[config.mk]
export PLATFORM = sky130hd
export DESIGN_NAME = i2c_adc_read_sequencer
export DESIGN_NICKNAME = d
export VERILOG_FILES = /design/src/sv/i2cadc_pkg.sv /design/src/sv/i2cadc_csr.sv /design/src/sv/i2cadc_core.sv /design/src/sv/i2c_adc_read_sequencer.sv
export SDC_FILE = /design/constraint.sdc
export NUM_CORES = 1
export LEC_CHECK = 0
export ABC_CLOCK_PERIOD_IN_PS = 4800
export BUFFER_PORTS_ARGS = -buffer_cell sky130_fd_sc_hd__buf_2
export CORE_ASPECT_RATIO = 0.75
export CORE_UTILIZATION = 45
export DETAILED_ROUTE_END_ITERATION = 16
export PLACE_DENSITY = 0.72
export SYNTH_ARGS = -nofsm -noshare
export SYNTH_HDL_FRONTEND = slang
export SYNTH_SLANG_ARGS = --single-unit
[constraint.sdc]
create_clock -name clock -period 4.8 [get_ports clock]
set_input_delay 0.24 -clock clock [delete_from_list [all_inputs] [get_ports clock]]
set_output_delay 0.24 -clock clock [all_outputs]
set_load 0.02 [all_outputs]
[src/sv/i2cadc_pkg.sv]
// Shared types and constants for the I2C converter read sequencer.
// No dependencies; every other file refers to it by scoped names.
`timescale 1ns / 1ps

package i2cadc_pkg;

   // Timer width default for the phase counter
   localparam int TIMER_WIDTH_DEF = 16;

   // Configuration register indexes
   localparam int CSR_INDEX_WIDTH = 2;
   localparam logic [CSR_INDEX_WIDTH-1:0] CSR_DEVICE_ADDRESS    = 2'd0;
   localparam logic [CSR_INDEX_WIDTH-1:0] CSR_ADC_SETUP_BYTE    = 2'd1;
   localparam logic [CSR_INDEX_WIDTH-1:0] CSR_ACK_RETRY_LIMIT   = 2'd2;
   localparam logic [CSR_INDEX_WIDTH-1:0] CSR_HALF_PERIOD_TICKS = 2'd3;
   localparam int CSR_DATA_WIDTH = 16;

   // Configuration reset values
   localparam logic [6:0]  DEVICE_ADDRESS_RST    = 7'h48;
   localparam logic [7:0]  ADC_SETUP_BYTE_RST    = 8'h84;
   localparam logic [7:0]  ACK_RETRY_LIMIT_RST   = 8'd20;
   localparam logic [15:0] HALF_PERIOD_TICKS_RST = 16'd50;

   // Bus direction bits appended to the address
   localparam logic BUS_WRITE = 1'b0;
   localparam logic BUS_READ  = 1'b1;

   // Saturation point of the poll counter
   localparam logic [7:0] RETRY_MAX = 8'hFF;

   typedef struct packed {
      logic [6:0]  device_address;
      logic [7:0]  adc_setup_byte;
      logic [7:0]  ack_retry_limit;
      logic [15:0] half_period_ticks;
   } cfg_type;

   typedef struct packed {
      logic        scl_level;
      logic        sda_enable;
      logic        sda_level;
      logic        busy_res;
      logic        done_res;
      logic [15:0] sample_word;
      logic [7:0]  readback_byte;
      logic        ack_missing;
   } rsp_type;

endpackage

[src/sv/i2cadc_csr.sv]
// Configuration registers of the I2C converter read sequencer.
// Depends on i2cadc_pkg for register indexes, reset values and cfg_type.
`timescale 1ns / 1ps

module i2cadc_csr (
   input  logic                                   clock,
   input  logic                                   reset,
   input  logic                                   csr_valid,
   input  logic [i2cadc_pkg::CSR_INDEX_WIDTH-1:0] csr_index,
   input  logic [i2cadc_pkg::CSR_DATA_WIDTH-1:0]  csr_data,
   output i2cadc_pkg::cfg_type                    cfg
);

   i2cadc_pkg::cfg_type cfg_ff;
   i2cadc_pkg::cfg_type cfg_in;

   // Update the addressed register on a transfer
   always_comb begin
      cfg_in = cfg_ff;
      if (csr_valid) begin
         case (csr_index)
            i2cadc_pkg::CSR_DEVICE_ADDRESS:    cfg_in.device_address    = csr_data[6:0];
            i2cadc_pkg::CSR_ADC_SETUP_BYTE:    cfg_in.adc_setup_byte    = csr_data[7:0];
            i2cadc_pkg::CSR_ACK_RETRY_LIMIT:   cfg_in.ack_retry_limit   = csr_data[7:0];
            i2cadc_pkg::CSR_HALF_PERIOD_TICKS: cfg_in.half_period_ticks = csr_data;
            default:                           cfg_in = cfg_ff;
         endcase
      end
   end

   always_ff @(posedge clock) begin
      if (reset) begin
         cfg_ff.device_address    <= i2cadc_pkg::DEVICE_ADDRESS_RST;
         cfg_ff.adc_setup_byte    <= i2cadc_pkg::ADC_SETUP_BYTE_RST;
         cfg_ff.ack_retry_limit   <= i2cadc_pkg::ACK_RETRY_LIMIT_RST;
         cfg_ff.half_period_ticks <= i2cadc_pkg::HALF_PERIOD_TICKS_RST;
      end else begin
         cfg_ff <= cfg_in;
      end
   end

   assign cfg = cfg_ff;

endmodule

[src/sv/i2cadc_core.sv]
// Bus sequencer of the I2C converter read cycle: one tick per step enable.
// Depends on i2cadc_pkg for cfg_type, rsp_type and constants.
`timescale 1ns / 1ps

module i2cadc_core #(
   parameter int TIMER_WIDTH = i2cadc_pkg::TIMER_WIDTH_DEF
) (
   input  logic                clock,
   input  logic                reset,
   input  logic                step_en,
   input  logic                req_type,
   input  logic                sda_in,
   input  i2cadc_pkg::cfg_type cfg,
   output i2cadc_pkg::rsp_type rsp
);

   // Compare width covers both the timer and the 16-bit half period
   localparam int CMP_WIDTH = (TIMER_WIDTH > 16) ? TIMER_WIDTH : 16;

   typedef enum logic [4:0] {
      ST_IDLE, ST_WSTART, ST_WADDR, ST_WPOLL1, ST_WSETUP, ST_WPOLL2, ST_WSTOP,
      ST_RSTART, ST_RADDR, ST_RPOLL, ST_RB0, ST_RA0, ST_RB1, ST_RA1, ST_RB2,
      ST_RN2, ST_RSTOP
   } step_type;

   step_type               step_ff, step_in;
   logic [3:0]             bit_ff, bit_in;
   logic                   half_ff, half_in;
   logic [TIMER_WIDTH-1:0] timer_ff, timer_in;
   logic [7:0]             retry_ff, retry_in;
   logic [7:0]             shift_ff, shift_in;
   logic [7:0]             high_ff, high_in;
   logic [7:0]             low_ff, low_in;
   logic [7:0]             status_ff, status_in;
   logic                   fail_ff, fail_in;

   logic [15:0]          half_m1;
   logic [CMP_WIDTH-1:0] last_phase;
   logic [CMP_WIDTH-1:0] timer_mask;
   logic [7:0]           retry_lim;
   logic                 scl_lv, en_lv, sda_lv, busy, done;

   // Last tick index of a phase, saturated to the timer range
   always_comb begin
      half_m1    = (cfg.half_period_ticks == 16'd0) ? 16'd0 : cfg.half_period_ticks - 16'd1;
      timer_mask = CMP_WIDTH'({TIMER_WIDTH{1'b1}});
      last_phase = (CMP_WIDTH'(half_m1) > timer_mask) ? timer_mask : CMP_WIDTH'(half_m1);
      retry_lim  = (cfg.ack_retry_limit == 8'd0) ? 8'd1 : cfg.ack_retry_limit;
   end

   // One tick: start on request, drive lines, time the phase, advance
   always_comb begin
      step_in   = step_ff;
      bit_in    = bit_ff;
      half_in   = half_ff;
      timer_in  = timer_ff;
      retry_in  = retry_ff;
      shift_in  = shift_ff;
      high_in   = high_ff;
      low_in    = low_ff;
      status_in = status_ff;
      fail_in   = fail_ff;
      done      = 1'b0;

      if (step_ff == ST_IDLE && req_type) begin
         step_in  = ST_WSTART;
         bit_in   = 4'd0;
         half_in  = 1'b0;
         shift_in = 8'd0;
         retry_in = 8'd0;
         timer_in = '0;
         fail_in  = 1'b0;
      end

      // Line levels of the current phase
      case (step_in)
         ST_WSTART, ST_RSTART: begin
            scl_lv = (bit_in < 4'd2);
            en_lv  = 1'b1;
            sda_lv = (bit_in == 4'd0);
         end
         ST_WSTOP, ST_RSTOP: begin
            scl_lv = (bit_in != 4'd0);
            en_lv  = 1'b1;
            sda_lv = (bit_in >= 4'd2);
         end
         ST_WADDR, ST_WSETUP, ST_RADDR: begin
            scl_lv = half_in;
            en_lv  = 1'b1;
            sda_lv = shift_in[7];
         end
         ST_RA0, ST_RA1: begin
            scl_lv = half_in;
            en_lv  = 1'b1;
            sda_lv = 1'b0;
         end
         ST_RN2: begin
            scl_lv = half_in;
            en_lv  = 1'b1;
            sda_lv = 1'b1;
         end
         ST_WPOLL1, ST_WPOLL2, ST_RPOLL, ST_RB0, ST_RB1, ST_RB2: begin
            scl_lv = half_in;
            en_lv  = 1'b0;
            sda_lv = 1'b0;
         end
         default: begin
            scl_lv = 1'b0;
            en_lv  = 1'b1;
            sda_lv = 1'b1;
         end
      endcase

      busy = (step_in != ST_IDLE);

      if (busy) begin
         if (CMP_WIDTH'(timer_in) >= last_phase) begin
            timer_in = '0;
            if (step_in == ST_WSTART || step_in == ST_RSTART ||
                step_in == ST_WSTOP || step_in == ST_RSTOP) begin
               // Three fixed sub-phases, then hand over
               if (bit_in < 4'd2) begin
                  bit_in = bit_in + 4'd1;
               end else begin
                  bit_in   = 4'd0;
                  half_in  = 1'b0;
                  retry_in = 8'd0;
                  shift_in = 8'd0;
                  case (step_in)
                     ST_WSTART: begin
                        step_in  = ST_WADDR;
                        shift_in = {cfg.device_address, i2cadc_pkg::BUS_WRITE};
                     end
                     ST_RSTART: begin
                        step_in  = ST_RADDR;
                        shift_in = {cfg.device_address, i2cadc_pkg::BUS_READ};
                     end
                     ST_WSTOP: step_in = ST_RSTART;
                     default: begin
                        step_in = ST_IDLE;
                        done    = 1'b1;
                     end
                  endcase
               end
            end else if (!half_in) begin
               half_in = 1'b1;
            end else begin
               half_in = 1'b0;
               case (step_in)
                  // Transmit: shift out MSB first
                  ST_WADDR, ST_WSETUP, ST_RADDR: begin
                     shift_in = {shift_in[6:0], 1'b0};
                     bit_in   = bit_in + 4'd1;
                     if (bit_in >= 4'd8) begin
                        bit_in   = 4'd0;
                        retry_in = 8'd0;
                        shift_in = 8'd0;
                        step_in  = (step_in == ST_WADDR) ? ST_WPOLL1 :
                                   ((step_in == ST_WSETUP) ? ST_WPOLL2 : ST_RPOLL);
                     end
                  end
                  // Poll: repeat while SDA high, up to the limit
                  ST_WPOLL1, ST_WPOLL2, ST_RPOLL: begin
                     if (retry_in != i2cadc_pkg::RETRY_MAX) begin
                        retry_in = retry_in + 8'd1;
                     end
                     if (!(sda_in && retry_in < retry_lim)) begin
                        if (sda_in) begin
                           fail_in = 1'b1;
                        end
                        bit_in   = 4'd0;
                        retry_in = 8'd0;
                        shift_in = 8'd0;
                        if (step_in == ST_WPOLL1) begin
                           step_in  = ST_WSETUP;
                           shift_in = cfg.adc_setup_byte;
                        end else if (step_in == ST_WPOLL2) begin
                           step_in = ST_WSTOP;
                        end else begin
                           step_in = ST_RB0;
                        end
                     end
                  end
                  // Receive: shift in MSB first, store on the eighth bit
                  ST_RB0, ST_RB1, ST_RB2: begin
                     shift_in = {shift_in[6:0], sda_in};
                     bit_in   = bit_in + 4'd1;
                     if (bit_in >= 4'd8) begin
                        if (step_in == ST_RB0) begin
                           high_in = shift_in;
                           step_in = ST_RA0;
                        end else if (step_in == ST_RB1) begin
                           low_in  = shift_in;
                           step_in = ST_RA1;
                        end else begin
                           status_in = shift_in;
                           step_in   = ST_RN2;
                        end
                        bit_in   = 4'd0;
                        retry_in = 8'd0;
                        shift_in = 8'd0;
                     end
                  end
                  ST_RA0: step_in = ST_RB1;
                  ST_RA1: step_in = ST_RB2;
                  ST_RN2: step_in = ST_RSTOP;
                  default: begin
                     step_in  = ST_IDLE;
                     bit_in   = 4'd0;
                     retry_in = 8'd0;
                     shift_in = 8'd0;
                  end
               endcase
            end
         end else begin
            timer_in = timer_in + 1'b1;
         end
      end
   end

   // Hold sequencer state between transfers
   always_ff @(posedge clock) begin
      if (reset) begin
         step_ff   <= ST_IDLE;
         bit_ff    <= 4'd0;
         half_ff   <= 1'b0;
         timer_ff  <= '0;
         retry_ff  <= 8'd0;
         shift_ff  <= 8'd0;
         high_ff   <= 8'd0;
         low_ff    <= 8'd0;
         status_ff <= 8'd0;
         fail_ff   <= 1'b0;
      end else if (step_en) begin
         step_ff   <= step_in;
         bit_ff    <= bit_in;
         half_ff   <= half_in;
         timer_ff  <= timer_in;
         retry_ff  <= retry_in;
         shift_ff  <= shift_in;
         high_ff   <= high_in;
         low_ff    <= low_in;
         status_ff <= status_in;
         fail_ff   <= fail_in;
      end
   end

   always_comb begin
      rsp.scl_level     = scl_lv;
      rsp.sda_enable    = en_lv;
      rsp.sda_level     = sda_lv;
      rsp.busy_res      = busy;
      rsp.done_res      = done;
      rsp.sample_word   = done ? {high_in, low_in} : 16'd0;
      rsp.readback_byte = done ? status_in : 8'd0;
      rsp.ack_missing   = done ? fail_in : 1'b0;
   end

   // A finishing tick returns the sequencer to idle
   a_done_to_idle: assert property (@(posedge clock) disable iff (reset)
      step_en && done |=> step_ff == ST_IDLE)
      else $error("sequencer not idle after done");

   // Done only comes on a busy tick
   a_done_busy: assert property (@(posedge clock) disable iff (reset)
      step_en && done |-> busy)
      else $error("done without busy");

   // Bit counter never passes one byte
   a_bit_range: assert property (@(posedge clock) disable iff (reset)
      bit_ff <= 4'd8)
      else $error("bit counter out of range");

   // Poll count is only kept inside a poll
   a_retry_in_poll: assert property (@(posedge clock) disable iff (reset)
      retry_ff != 8'd0 |->
         (step_ff == ST_WPOLL1 || step_ff == ST_WPOLL2 || step_ff == ST_RPOLL))
      else $error("retry count outside poll");

   // Start and stop phases never use the half-period bit
   a_half_clear: assert property (@(posedge clock) disable iff (reset)
      (step_ff == ST_WSTART || step_ff == ST_RSTART ||
       step_ff == ST_WSTOP || step_ff == ST_RSTOP || step_ff == ST_IDLE) |-> !half_ff)
      else $error("half bit set in start, stop or idle");

endmodule

[src/sv/i2c_adc_read_sequencer.sv]
// I2C converter read sequencer. Each transfer is one bus tick; one result per tick.
// Path: a tick is held in the input register, then stepped into the result register
// once that register is empty or being drained, and transfers out from there.
// Throughput: one tick per cycle unless rsp_stall holds a full result register.
// Reset (synchronous, active high): sequencer idle, received bytes cleared,
// configuration at its defaults, both registers empty.
`timescale 1ns / 1ps

module i2c_adc_read_sequencer #(
   parameter int TIMER_WIDTH = i2cadc_pkg::TIMER_WIDTH_DEF
) (
   input  logic                                   clock,
   input  logic                                   reset,
   input  logic                                   req_valid,
   output logic                                   req_stall,
   input  logic                                   req_type,
   input  logic                                   req_sda_in,
   output logic                                   rsp_valid,
   input  logic                                   rsp_stall,
   output logic                                   rsp_scl_level,
   output logic                                   rsp_sda_enable,
   output logic                                   rsp_sda_level,
   output logic                                   rsp_busy_res,
   output logic                                   rsp_done_res,
   output logic [15:0]                            rsp_sample_word,
   output logic [7:0]                             rsp_readback_byte,
   output logic                                   rsp_ack_missing,
   input  logic                                   csr_valid,
   output logic                                   csr_ready,
   input  logic [i2cadc_pkg::CSR_INDEX_WIDTH-1:0] csr_index,
   input  logic [i2cadc_pkg::CSR_DATA_WIDTH-1:0]  csr_data
);

   i2cadc_pkg::cfg_type cfg;
   i2cadc_pkg::rsp_type rsp_next;
   i2cadc_pkg::rsp_type out_ff;

   logic in_valid_ff, in_valid_in;
   logic out_valid_ff, out_valid_in;
   logic in_type_ff, in_sda_ff;
   logic req_accept, step_en;

   assign csr_ready = 1'b1;

   i2cadc_csr u_csr (
      .clock     (clock),
      .reset     (reset),
      .csr_valid (csr_valid),
      .csr_index (csr_index),
      .csr_data  (csr_data),
      .cfg       (cfg)
   );

   // Step when the result register is free or being drained
   assign step_en    = in_valid_ff && (!out_valid_ff || !rsp_stall);
   assign req_stall  = in_valid_ff && !step_en;
   assign req_accept = req_valid && !req_stall;

   always_comb begin
      in_valid_in = in_valid_ff;
      if (req_accept) begin
         in_valid_in = 1'b1;
      end else if (step_en) begin
         in_valid_in = 1'b0;
      end
      out_valid_in = out_valid_ff && rsp_stall;
      if (step_en) begin
         out_valid_in = 1'b1;
      end
   end

   i2cadc_core #(
      .TIMER_WIDTH (TIMER_WIDTH)
   ) u_core (
      .clock    (clock),
      .reset    (reset),
      .step_en  (step_en),
      .req_type (in_type_ff),
      .sda_in   (in_sda_ff),
      .cfg      (cfg),
      .rsp      (rsp_next)
   );

   // Track occupancy of both registers
   always_ff @(posedge clock) begin
      if (reset) begin
         in_valid_ff  <= 1'b0;
         out_valid_ff <= 1'b0;
      end else begin
         in_valid_ff  <= in_valid_in;
         out_valid_ff <= out_valid_in;
      end
   end

   // Capture payloads
   always_ff @(posedge clock) begin
      if (req_accept) begin
         in_type_ff <= req_type;
         in_sda_ff  <= req_sda_in;
      end
      if (step_en) begin
         out_ff <= rsp_next;
      end
   end

   assign rsp_valid         = out_valid_ff;
   assign rsp_scl_level     = out_ff.scl_level;
   assign rsp_sda_enable    = out_ff.sda_enable;
   assign rsp_sda_level     = out_ff.sda_level;
   assign rsp_busy_res      = out_ff.busy_res;
   assign rsp_done_res      = out_ff.done_res;
   assign rsp_sample_word   = out_ff.sample_word;
   assign rsp_readback_byte = out_ff.readback_byte;
   assign rsp_ack_missing   = out_ff.ack_missing;

endmodule

==> flow_metrics.env <==
export IMPL_wire_per_inst_um=16.9
export IMPL_hold_depth=2
export IMPL_tns_ns=0
export IMPL_overflow=0
export IMPL_cp_start_kind="flop"
export IMPL_vias=7096
export IMPL_worstSetupPathType="reg2reg"
export IMPL_htreeDepth=4
export IMPL_clock_path_buffers=2
export IMPL_final_net_count=1039
export IMPL_crit_required_ns=5.08
export IMPL_core_sq_um=16900
export IMPL_p_per_area_nw_per_um2=316
export IMPL_hp_start="req_valid"
export IMPL_timing_rr_start="u_csr.cfg[6]"
export IMPL_postCtsSetupBuffers=0
export IMPL_cts_sinks=140
export IMPL_crit_chain="or4_1, or4_1, or3_1, nand2_1, ha_1, nor2_1, or3_1, o221ai_1, a211oi_2, buf_4, nor3_2, nand2_1, mux2i_1, nor2_1"
export IMPL_min_to="in_valid_ff"
export IMPL_synth_cell_type_count=66
export IMPL_gp_congestion=0.972
export IMPL_cts_buffers_inserted=17
export IMPL_final_cell_mix="nand2_1 (138), nor2_1 (112), dfxtp_1 (108), a21oi_1 (73)"
export IMPL_crit_buf_inv=1
export IMPL_min_period_over_period_pct=94.0
export IMPL_synth_nets=998
export IMPL_hold_path_class="in2reg"
export IMPL_final_common_cell="nand2_1"
export IMPL_cts_root_buffer="clkbuf_16"
export IMPL_hold_viol_final=0
export IMPL_synth_seq_cells=140
export IMPL_synthFlopType="dfxtp_1"
export IMPL_critPathMaxFanout=13
export IMPL_hpwlAfterDp_um=14200
export IMPL_die_area_sq_um=17800
export IMPL_ys_warn_count=0
export IMPL_setup_violations=0
export IMPL_max_vdd_ir_drop_v=0.000218
export IMPL_outcome="finished, final reports clean"
export IMPL_grt_usage_pct=23.7
export IMPL_avgSynthCellArea_sq_um=8.25
export IMPL_layout_min_cycle_time_ns=4.51
export IMPL_synth_area_leader_cell="dfxtp_1"
export IMPL_synthTopCellsByArea="dfxtp_1 (28%), edfxtp_1 (12%), mux2i_1 (7.2%)"
export IMPL_grt_pass1_wl_um=33100
export IMPL_synth_seq_area_share_pct=40.1
export IMPL_die_height_um=116
export IMPL_stdcell_count=1213
export IMPL_grt_pass1_vias=6161
export IMPL_synth_edff_count=32
export IMPL_std_cell_rows=41
export IMPL_max_slew_margin_pct=30.9
export IMPL_leakage_nw=3.61
export IMPL_finalWirelength_um=20500
export IMPL_drc=0
export IMPL_clk_pin_slew_ns=0.06
export IMPL_max_freq_mhz=222
export IMPL_max_slew_worst_pin_slew_ns=1.03
export IMPL_areaGrowthSynthToFinish_pct=14.2
export IMPL_synthArstFlopShare_pct=0
export IMPL_rrSetupSlack_ns=0.29
export IMPL_dr_pass1_iters=7
export IMPL_slowest_stage="or4_1"
export IMPL_r2r_cells=14
export IMPL_dp_cells=1179
export IMPL_crit_start="u_csr.cfg[6]"
export IMPL_clk_latency_ns=0.44
export IMPL_slew_violations=0
export IMPL_critical_path_arrival_ns=4.79
export IMPL_drt_iter0_markers=777
export IMPL_cts_tree="yes"
export IMPL_r2r_end="u_core.low_ff[7]"
export IMPL_antenna_found_initial=0
export IMPL_grt_max_degree=83
export IMPL_viasPerCell=5.85
export IMPL_antennaDiodeCount=0
export IMPL_max_stage_delay_ns=0.58
export IMPL_critPathCaptureType="flop"
export IMPL_initial_core_util_pct=46.2
export IMPL_synth_top_area_share_pct=27.8
export IMPL_fin_skew_ns=0.0156
export IMPL_cpLargestDelayFamily="simple AND/OR/NAND/NOR gates"
export IMPL_antenna_left=0
export IMPL_num_fill_cells=1578
export IMPL_die_x_um=154
export IMPL_io_pins=58
export IMPL_drv_cap=0
export IMPL_port_buffer_count=56
export IMPL_syn_inst=944
export IMPL_syn_area_sq_um=7790
export IMPL_layout_drive_gt1_share_pct=12.5
==> stage by stage <==
stage	worst slack (ns)	area (sq um)	power [W]	hold slack (ns)	util (%)
final	0.290	8900	0.00281	0.0334	52.7
after global routing	-0.00326	8900	0.00290	0.0381	52.7
after CTS	0.108	8870	0.00282	0.0243	52.6
after detailed placement	0.122	8250	0.00148	0.418	48.9
after global placement	0.226	8250	0.00148	0.425	48.9
after floorplan	0.471	7790	0.00141	0.339	-
==> metal layers <==
layer  up-vias  wire length, um  GRT usage [%]
met5         -                0              0
met4         0              319           6.80
met3        35             1740           5.91
met2       304             8030           32.2
met1      3282            10400           36.1
li1       3475                -              -
==> synthesized netlist by cell type (9+ instances only) <==
cell,instances
nand3_1,33
ha_1,29
and3_1,11
a211oi_1,10
nand2_1,142
nor2_1,112
dfxtp_1,108
a21oi_1,73
and2_1,23
clkbuf_1,45
edfxtp_1,32
o21ai_0,38
a22oi_1,13
nor3_1,27
nand4_1,14
xor2_1,13
inv_1,21
a31oi_1,9
mux2i_1,56
==> worst reg2reg max path, cell delays in order (launching register included) <==
cell,delay (ns)
dfxtp_1,0.36
or4_1,0.58
or4_1,0.57
or3_1,0.54
nand2_1,0.14
ha_1,0.17
nor2_1,0.04
or3_1,0.36
o221ai_1,0.27
a211oi_2,0.11
buf_4,0.19
nor3_2,0.36
nand2_1,0.35
mux2i_1,0.27
nor2_1,0.05
==> how the worst max path moves through the flow <==
| stage | endpoint | slack, ns | cells past startpoint |
|---|---|---|---|
| floorplan | u_core.bit_ff[2] | 0.47 | 21 |
| global placement | rsp_readback_byte[6] | 0.23 | 14 |
| detailed placement | rsp_readback_byte[1] | 0.12 | 14 |
| CTS | rsp_readback_byte[1] | 0.11 | 14 |
| global route | u_core.retry_ff[4] | -0.003 | 18 |
| finish | u_core.low_ff[7] | 0.29 | 14 |
==> registers in the layout, summed over array words and instances, names as in the netlist, 4 cells and up <==
| name | flops |
|---|---|
| u_core.step_ff | 5 |
| u_core.timer_ff | 16 |
| u_core.retry_ff | 8 |
| rsp_readback_byte | 8 |
| u_core.low_ff | 8 |
| u_core.bit_ff | 4 |
| u_core.high_ff | 8 |
| u_core.shift_ff | 8 |
| u_csr.cfg | 39 |
| rsp_sample_word | 16 |
| u_core.status_ff | 8 |
==> power breakdown <==
| group | switching (W) | internal (W) | leakage, nW |
|---|---|---|---|
| registers | 0.0000202 | 0.00123 | 1.16 |
| logic | 0.000142 | 0.0000632 | 2.17 |
| clock network | 0.000533 | 0.000818 | 0.275 |
==> final cells by class <==
type | instances | area [sq um] | share of cell area (%)
Timing Repair Buffer | 76 | 435 | 4.89
Sequential cell | 140 | 3120 | 35.1
Multi-Input combinational cell | 728 | 4390 | 49.3
Clock buffer | 18 | 429 | 4.82
Tap cell | 215 | 269 | 3.02
Inverter | 22 | 82.6 | 0.928
Clock inverter | 14 | 170 | 1.91
==> kinds of logic (layout without fill, tap and decap cells) <==
| family | Yosys count | in the layout | share of synthesized area, % |
|---|---|---|---|
| AO/OA/AOI/OAI | 208 | 208 | 17.1 |
| XOR/XNOR | 17 | 17 | 1.91 |
| adder cells (fa/ha/maj) | 29 | 29 | 4.66 |
| buffers and inverters | 76 | 130 | 3.92 |
| flip-flops | 140 | 140 | 40.1 |
| multiplexers | 59 | 59 | 7.63 |
| other | 1 | 1 | 0.0481 |
| AND/OR/NAND/NOR | 414 | 414 | 24.7 |
==> timing repair <==
item,4_1_cts,5_1_grt
hold endpoints to repair,2,0
hold buffers,2,0
resized for setup,0,8
endpoints found under the setup margin,0,48
Power figures use the tool's default switching activity.
